===== src/design/lcdu_pkg.sv =====
package lcdu_pkg;

   localparam int VALUE_WIDTH = 32;
   localparam int BCD_DIGITS  = 10;
   localparam int BCD_WIDTH   = 4 * BCD_DIGITS;
   localparam int CONV_STEPS  = VALUE_WIDTH;
   localparam int CNT_WIDTH   = 5;

   localparam logic [1:0] OP_ADD    = 2'd0;
   localparam logic [1:0] OP_VERIFY = 2'd1;
   localparam logic [1:0] OP_REMOVE = 2'd2;

   typedef struct packed {
      logic load;
      logic conv;
      logic sum;
      logic finish;
   } lcdu_cmd_type;

   function automatic logic [63:0] pow_ten(input int e);
      logic [63:0] p;
      p = 64'd1;
      for (int i = 0; i < e; i++) begin
         p = p * 64'd10;
      end
      return p;
   endfunction

endpackage


===== src/design/lcdu_datapath.sv =====
module lcdu_datapath
   import lcdu_pkg::*;
#(
   parameter int PAYLOAD_DIGITS = 8
) (
   input  logic                   clock,
   input  lcdu_cmd_type           cmd,
   input  logic [1:0]             req_op,
   input  logic [VALUE_WIDTH-1:0] req_value_in,
   input  logic                   req_last_in,
   output logic [VALUE_WIDTH-1:0] rsp_value_out,
   output logic                   rsp_passed,
   output logic                   rsp_last_out
);

   localparam logic [63:0] ADD_LIMIT    = pow_ten(PAYLOAD_DIGITS);
   localparam logic [63:0] VERIFY_LIMIT = pow_ten(PAYLOAD_DIGITS + 1);
   localparam logic [31:0] RECIP_TEN    = 32'hCCCC_CCCD;

   logic [1:0]             op_ff, op_in;
   logic                   item_last_ff, item_last_in;
   logic [VALUE_WIDTH-1:0] item_value_ff, item_value_in;
   logic [VALUE_WIDTH-1:0] shift_ff, shift_in;
   logic [BCD_WIDTH-1:0]   bcd_ff, bcd_in;
   logic [VALUE_WIDTH-1:0] quot_ff, quot_in;
   logic [3:0]             acc_ff, acc_in;
   logic                   dbl_ff, dbl_in;
   logic                   skip_ff, skip_in;
   logic [3:0]             check_ff, check_in;
   logic [VALUE_WIDTH-1:0] out_value_ff, out_value_in;
   logic                   out_passed_ff, out_passed_in;
   logic                   out_last_ff, out_last_in;

   logic [BCD_WIDTH-1:0]   adj;
   logic [63:0]            recip_prod;
   logic [3:0]             digit;
   logic [4:0]             doubled;
   logic [4:0]             folded;
   logic [4:0]             acc_sum;
   logic [3:0]             check_digit;
   logic [VALUE_WIDTH-1:0] times_ten;
   logic                   add_ok;
   logic                   verify_ok;

   always_comb begin
      for (int k = 0; k < BCD_DIGITS; k++) begin
         adj[4*k +: 4] = (bcd_ff[4*k +: 4] >= 4'd5) ? bcd_ff[4*k +: 4] + 4'd3
                                                   : bcd_ff[4*k +: 4];
      end
   end

   // The quotient by ten is the product with the scaled reciprocal, shifted right by 35.
   assign recip_prod  = {32'd0, item_value_ff} * {32'd0, RECIP_TEN};
   assign digit       = bcd_ff[3:0];
   assign doubled     = {digit, 1'b0};
   assign folded      = dbl_ff ? ((doubled > 5'd9) ? doubled - 5'd9 : doubled)
                               : {1'b0, digit};
   assign acc_sum     = {1'b0, acc_ff} + folded;
   assign check_digit = (acc_ff == 4'd0) ? 4'd0 : 4'd10 - acc_ff;
   assign times_ten   = {item_value_ff[VALUE_WIDTH-4:0], 3'b000}
                      + {item_value_ff[VALUE_WIDTH-2:0], 1'b0}
                      + {{(VALUE_WIDTH-4){1'b0}}, check_digit};
   assign add_ok      = {32'd0, item_value_ff} < ADD_LIMIT;
   assign verify_ok   = ({32'd0, item_value_ff} < VERIFY_LIMIT) && (check_digit == check_ff);

   always_comb begin
      op_in         = op_ff;
      item_last_in  = item_last_ff;
      item_value_in = item_value_ff;
      shift_in      = shift_ff;
      bcd_in        = bcd_ff;
      quot_in       = quot_ff;
      acc_in        = acc_ff;
      dbl_in        = dbl_ff;
      skip_in       = skip_ff;
      check_in      = check_ff;
      out_value_in  = out_value_ff;
      out_passed_in = out_passed_ff;
      out_last_in   = out_last_ff;
      if (cmd.load) begin
         op_in         = req_op;
         item_last_in  = req_last_in;
         item_value_in = req_value_in;
         shift_in      = req_value_in;
         bcd_in        = '0;
         quot_in       = '0;
         acc_in        = '0;
         dbl_in        = 1'b1;
         skip_in       = (req_op != OP_ADD);
         check_in      = '0;
      end
      if (cmd.conv) begin
         bcd_in   = {adj[BCD_WIDTH-2:0], shift_ff[VALUE_WIDTH-1]};
         shift_in = {shift_ff[VALUE_WIDTH-2:0], 1'b0};
      end
      if (cmd.sum) begin
         bcd_in  = {4'd0, bcd_ff[BCD_WIDTH-1:4]};
         quot_in = {3'b000, recip_prod[63:35]};
         if (skip_ff) begin
            check_in = digit;
            skip_in  = 1'b0;
         end else begin
            acc_in = (acc_sum >= 5'd10) ? 4'(acc_sum - 5'd10) : acc_sum[3:0];
            dbl_in = ~dbl_ff;
         end
      end
      if (cmd.finish) begin
         out_last_in   = item_last_ff;
         out_value_in  = '1;
         out_passed_in = 1'b0;
         case (op_ff)
            OP_ADD: begin
               if (add_ok) begin
                  out_value_in  = times_ten;
                  out_passed_in = 1'b1;
               end
            end
            OP_VERIFY: begin
               out_value_in  = '0;
               out_passed_in = verify_ok;
            end
            OP_REMOVE: begin
               if (verify_ok) begin
                  out_value_in  = quot_ff;
                  out_passed_in = 1'b1;
               end
            end
            default: begin
               out_value_in  = '1;
               out_passed_in = 1'b0;
            end
         endcase
      end
   end

   always_ff @(posedge clock) begin
      op_ff         <= op_in;
      item_last_ff  <= item_last_in;
      item_value_ff <= item_value_in;
      shift_ff      <= shift_in;
      bcd_ff        <= bcd_in;
      quot_ff       <= quot_in;
      acc_ff        <= acc_in;
      dbl_ff        <= dbl_in;
      skip_ff       <= skip_in;
      check_ff      <= check_in;
      out_value_ff  <= out_value_in;
      out_passed_ff <= out_passed_in;
      out_last_ff   <= out_last_in;
   end

   assign rsp_value_out = out_value_ff;
   assign rsp_passed    = out_passed_ff;
   assign rsp_last_out  = out_last_ff;

endmodule


===== src/design/lcdu_ctrl.sv =====
module lcdu_ctrl
   import lcdu_pkg::*;
(
   input  logic         clock,
   input  logic         reset,
   input  logic         start,
   output logic         busy,
   output logic         rsp_valid,
   output lcdu_cmd_type cmd
);

   typedef enum logic [1:0] {
      ST_IDLE,
      ST_CONV,
      ST_SUM,
      ST_DONE
   } state_type;

   state_type            state_ff, state_in;
   logic [CNT_WIDTH-1:0] cnt_ff, cnt_in;
   logic                 rsp_valid_ff, rsp_valid_in;

   always_comb begin
      state_in     = state_ff;
      cnt_in       = cnt_ff;
      rsp_valid_in = 1'b0;
      cmd          = '0;
      case (state_ff)
         ST_IDLE: begin
            if (start) begin
               cmd.load = 1'b1;
               cnt_in   = '0;
               state_in = ST_CONV;
            end
         end
         ST_CONV: begin
            cmd.conv = 1'b1;
            cnt_in   = cnt_ff + 1'b1;
            if (cnt_ff == CNT_WIDTH'(CONV_STEPS - 1)) begin
               cnt_in   = '0;
               state_in = ST_SUM;
            end
         end
         ST_SUM: begin
            cmd.sum = 1'b1;
            cnt_in  = cnt_ff + 1'b1;
            if (cnt_ff == CNT_WIDTH'(BCD_DIGITS - 1)) begin
               cnt_in   = '0;
               state_in = ST_DONE;
            end
         end
         ST_DONE: begin
            cmd.finish   = 1'b1;
            rsp_valid_in = 1'b1;
            state_in     = ST_IDLE;
         end
         default: begin
            state_in = ST_IDLE;
         end
      endcase
   end

   always_ff @(posedge clock) begin
      if (reset) begin
         state_ff     <= ST_IDLE;
         cnt_ff       <= '0;
         rsp_valid_ff <= 1'b0;
      end else begin
         state_ff     <= state_in;
         cnt_ff       <= cnt_in;
         rsp_valid_ff <= rsp_valid_in;
      end
   end

   assign busy      = (state_ff != ST_IDLE);
   assign rsp_valid = rsp_valid_ff;

`ifndef ASSERT_OFF
   a_accept_busy: assert property (@(posedge clock) disable iff (reset)
      (start && !busy) |=> busy)
      else $error("Accepted item did not make the unit busy.");

   a_strobe_after_done: assert property (@(posedge clock) disable iff (reset)
      rsp_valid_ff |-> $past(state_ff == ST_DONE))
      else $error("Result strobe without a finished item.");

   a_strobe_idle: assert property (@(posedge clock) disable iff (reset)
      rsp_valid_ff |-> !busy)
      else $error("Result strobe while an item is in progress.");

   a_conv_to_sum: assert property (@(posedge clock) disable iff (reset)
      (state_ff == ST_CONV && cnt_ff == CNT_WIDTH'(CONV_STEPS - 1)) |=> (state_ff == ST_SUM))
      else $error("Conversion did not hand over to digit summing.");
`endif

endmodule


===== src/design/luhn_check_digit_unit_top.sv =====
// After the clock edge that accepts an item, the controller steps through bit-serial binary to
// decimal conversion, digit summing and forming the result; the result strobe is registered
// from the done state. The unit takes no new item until it returns to idle; busy drops
// during the result cycle.
// The receiver cannot stall; each result is shown for exactly one cycle.
// Synchronous active-high reset returns the controller to idle with no result pending.
module luhn_check_digit_unit_top
   import lcdu_pkg::*;
#(
   parameter int PAYLOAD_DIGITS = 8
) (
   input  logic                   clock,
   input  logic                   reset,
   input  logic                   start,
   output logic                   busy,
   input  logic [1:0]             req_op,
   input  logic [VALUE_WIDTH-1:0] req_value_in,
   input  logic                   req_last_in,
   output logic                   rsp_valid,
   output logic [VALUE_WIDTH-1:0] rsp_value_out,
   output logic                   rsp_passed,
   output logic                   rsp_last_out
);

   lcdu_cmd_type cmd;

   lcdu_ctrl u_ctrl (
      .clock     (clock),
      .reset     (reset),
      .start     (start),
      .busy      (busy),
      .rsp_valid (rsp_valid),
      .cmd       (cmd)
   );

   lcdu_datapath #(
      .PAYLOAD_DIGITS (PAYLOAD_DIGITS)
   ) u_datapath (
      .clock         (clock),
      .cmd           (cmd),
      .req_op        (req_op),
      .req_value_in  (req_value_in),
      .req_last_in   (req_last_in),
      .rsp_value_out (rsp_value_out),
      .rsp_passed    (rsp_passed),
      .rsp_last_out  (rsp_last_out)
   );

endmodule

===== config.mk =====
export PLATFORM = sky130hd
export DESIGN_NAME = luhn_check_digit_unit_top
export DESIGN_NICKNAME = d
export VERILOG_FILES = /design/src/design/lcdu_pkg.sv /design/src/design/lcdu_datapath.sv /design/src/design/lcdu_ctrl.sv /design/src/design/luhn_check_digit_unit_top.sv
export SDC_FILE = /design/constraint.sdc
export NUM_CORES = 2
export LEC_CHECK = 0
export ABC_AREA = 1
export BUFFER_PORTS_ARGS = -buffer_cell sky130_fd_sc_hd__buf_2
export CAP_MARGIN = 15
export CORE_AREA = 3 3 207 310
export CTS_CLUSTER_DIAMETER = 50
export DETAILED_ROUTE_END_ITERATION = 12
export DIE_AREA = 0 0 210 313
export GPL_TIMING_DRIVEN = 0
export PLACE_DENSITY = 0.61
export SKIP_CTS_REPAIR_TIMING = 1
export SYNTH_ARGS = -nofsm -noshare
export SYNTH_HDL_FRONTEND = slang
export SYNTH_SLANG_ARGS = --single-unit

===== constraint.sdc =====
create_clock -name clock -period 17.5 [get_ports clock]
set_input_delay 3.5 -clock clock [delete_from_list [all_inputs] [get_ports clock]]
set_output_delay 3.5 -clock clock [all_outputs]
set_load 0.1 [all_outputs]

==> flow_metrics.env <==
export IMPL_run_status="complete, no violations"
export IMPL_setup_viol=0
export IMPL_synth_edf_count=165
export IMPL_ant_nets=0
export IMPL_cap_viol_max_count=0
export IMPL_synth_distinct_cells=42
export IMPL_synth_top_family_by_area="adder cells"
export IMPL_synthSimpleGateAreaFrac_pct=16.91
export IMPL_path_clk_slew_ns=0.08
export IMPL_fin_crit_ns=8.316
export IMPL_insertion_delay_ns=0.47
export IMPL_nets=4787
export IMPL_yosys_warnings=0
export IMPL_firstDrtPassIters=6
export IMPL_synth_mux_area_share_pct=0
export IMPL_cp_depth=26
export IMPL_tightest_slew_ns=1.097
export IMPL_hold_path_class="flip-flop to flip-flop"
export IMPL_drive_gt1_share_pct=3.295
export IMPL_coreArea_sq_um=61530
export IMPL_maxSlewHeadroom_pct=26.89
export IMPL_rr_worst_depth=26
export IMPL_cp_required_ns=17.72
export IMPL_yosys_top_cells_area="fa_1, ha_1, edfxtp_1, inv_1, nand2_1"
export IMPL_worst_endpoint_arrival_ns=8.54
export IMPL_wl_um=101500
export IMPL_die_area_sq_um=65730
export IMPL_maxClockFrequency_mhz=120.2
export IMPL_netlist_area_sq_um=30650
export IMPL_critPathCaptureType="flip-flop"
export IMPL_cp_top_family="adder cells"
export IMPL_ys_seq_area_share_pct=17.67
export IMPL_rsz0062_at_grt="no"
export IMPL_n_antenna_cell=0
export IMPL_port_buffer_count=72
export IMPL_r2r_start="u_datapath.item_value_ff[9]"
export IMPL_wl_per_cell_um=21.57
export IMPL_timing_critical_path_to="u_datapath.quot_ff[2]"
export IMPL_synth_nets=4693
export IMPL_crit_buf_inv=6
export IMPL_synthAdderAreaFrac_pct=44.10
export IMPL_io_pin_count=74
export IMPL_synth_compound_area_share_pct=6.518
export IMPL_synth_most_common_cell="inv_1"
export IMPL_h_tree_depth=4
export IMPL_cts_sinks=188
export IMPL_critPathMaxFanout=10
export IMPL_drc=0
export IMPL_grt_max_degree=39
export IMPL_grt_usage_pct=31.28
export IMPL_antenna_found_initial=2
export IMPL_hold_viol_final=0
export IMPL_whs_path_depth=0
export IMPL_grt_pass1_wl_um=150800
export IMPL_clk_path_buf_depth=2
export IMPL_crit_type="flip-flop to flip-flop"
export IMPL_vias=24890
export IMPL_fin_worst_skew_ns=0.01763
export IMPL_syn_avg_cell_area_sq_um=8.050
export IMPL_r2r_setup_slack_ns=9.18
export IMPL_ys_flop_type="edfxtp_1"
export IMPL_cts_tree="done"
export IMPL_startpoint="u_datapath.item_value_ff[9]"
export IMPL_die_h_um=313
export IMPL_synth_cells=3808
export IMPL_first_global_vias=25200
export IMPL_cts_root_buf="clkbuf_16"
export IMPL_cts_buffers_inserted=17
export IMPL_post_route_period_util_pct=47.52
export IMPL_overflow=0
export IMPL_maxSlewViolCount=0
export IMPL_ys_ff_latch=188
export IMPL_place_congestion=0.9972
export IMPL_rows=111
export IMPL_num_fill_cells=6059
export IMPL_cpMostUsedCell="fa_1"
export IMPL_area_delta_synth_final_pct=6.596
export IMPL_dieWidth_um=210
export IMPL_synth_xor_area_share_pct=1.971
export IMPL_start_util_pct=49.82
export IMPL_r2r_end="u_datapath.quot_ff[2]"
export IMPL_crit_slowest_cell="edfxtp_1"
export IMPL_fin_util_pct=53.11
export IMPL_synthTopCellsByCount="inv_1, nand2_1, ha_1"
export IMPL_yosysTopAreaCell="fa_1"
export IMPL_async_flop_share_pct=0
export IMPL_tns_ns=0
export IMPL_drtIter0Drc=1687
export IMPL_yosysTopAreaCellShare_pct=25.40
export IMPL_dp_hpwl_um=86980
export IMPL_slowest_delay_ns=1.06
export IMPL_startpoint_type="flip-flop"
export IMPL_viasPerCell=5.288
## logic make-up (layout without fill, tap and decap cells)
logic type | count (synthesis) | after routing
AOI/OAI and AO/OA | 368 | 368
xor gates and xnor gates | 69 | 69
adders and majority gates | 847 | 847
and+or+nand+nor | 1292 | 1292
buffers and inverters | 1044 | 1151
DFF | 188 | 188
## final cells by class
cell class              count  area [sq um]  area share (%)
repair buffers             75         430.4           1.317
clock inverters            15         171.4          0.5246
flip-flops and latches    188          5415           16.57
well taps                 791         989.7           3.029
inverters                1008          3784           11.58
plain buffers              36         151.4          0.4633
clock buffers              17         425.4           1.302
multi-input cells        2576         21310           65.21
## state kept, by name, indices dropped and copies added (netlist names)
name / count
u_ctrl.rsp_valid: 1
u_datapath.bcd_ff: 40
u_datapath.check_ff: 4
u_datapath.skip_ff: 1
u_ctrl.state_ff: 2
u_datapath.item_last_ff: 1
u_datapath.item_value_ff: 32
u_datapath.rsp_passed: 1
u_datapath.rsp_value_out: 32
u_datapath.dbl_ff: 1
u_ctrl.cnt_ff: 5
u_datapath.quot_ff: 29
u_datapath.rsp_last_out: 1
u_datapath.shift_ff: 32
u_datapath.op_ff: 2
u_datapath.acc_ff: 4
## per-layer routing
| metal | vias up | global-route usage, % | wire (um) | share of wire [%] |
|---|---|---|---|---|
| met2 | 810 | 55.21 | 51130 | 50 |
| met5 | - | 0 | 0 | 0 |
| met3 | 293 | 3.594 | 4621 | 4.6 |
| met4 | 0 | 24.34 | 9810 | 9.7 |
| met1 | 11870 | 34.06 | 35940 | 35 |
| li1 | 11910 | - | - | - |
## worst reg2reg max path: cells and delay by family, from the launching register on
kind                       cells  cell delay, ns
buffers and inverters          6            0.99
xor gates and xnor gates       1            0.35
and+or+nand+nor               10            1.40
adders and majority gates      8            3.90
DFF                            1            1.06
AOI/OAI and AO/OA              1            0.39
## placed cells by master, fill, tap and decap left out, types with 52 or more instances in the layout
cell,count
inv_1,1004
nand2_1,836
ha_1,457
fa_1,389
nor2_1,244
edfxtp_1,165
o21ai_0,152
a21oi_1,150
nand3_1,143
buf_2,73
xor2_1,52
## through the flow
step / setup slack (ns) / area [sq um] / cells / hold slack [ns]
global placement: 9.344 / 32000 / 4671 / 0.4090
finish: 9.184 / 32680 / 4706 / 0.4223
floorplan: 11.14 / 30650 / 3808 / 0.4003
detailed placement: 9.370 / 32080 / 4674 / 0.4149
global route: 8.994 / 32680 / 4706 / 0.4420
CTS: 9.328 / 32680 / 4706 / 0.4206
## worst min-delay path by stage
| stage | startpoint | to | slack (ns) |
|---|---|---|---|
| after floorplan | u_datapath.item_last_ff | u_datapath.rsp_last_out | 0.40 |
| after global placement | u_datapath.item_last_ff | u_datapath.rsp_last_out | 0.41 |
| after detailed placement | u_datapath.item_last_ff | u_datapath.rsp_last_out | 0.41 |
| after CTS | u_datapath.item_last_ff | u_datapath.rsp_last_out | 0.42 |
| after global routing | u_datapath.item_last_ff | u_datapath.rsp_last_out | 0.44 |
| final | u_datapath.item_last_ff | u_datapath.rsp_last_out | 0.42 |
Power is left out: the tool's default activity adds up to more than one toggle a clock period on the data nets, which glitch-free logic cannot reach.
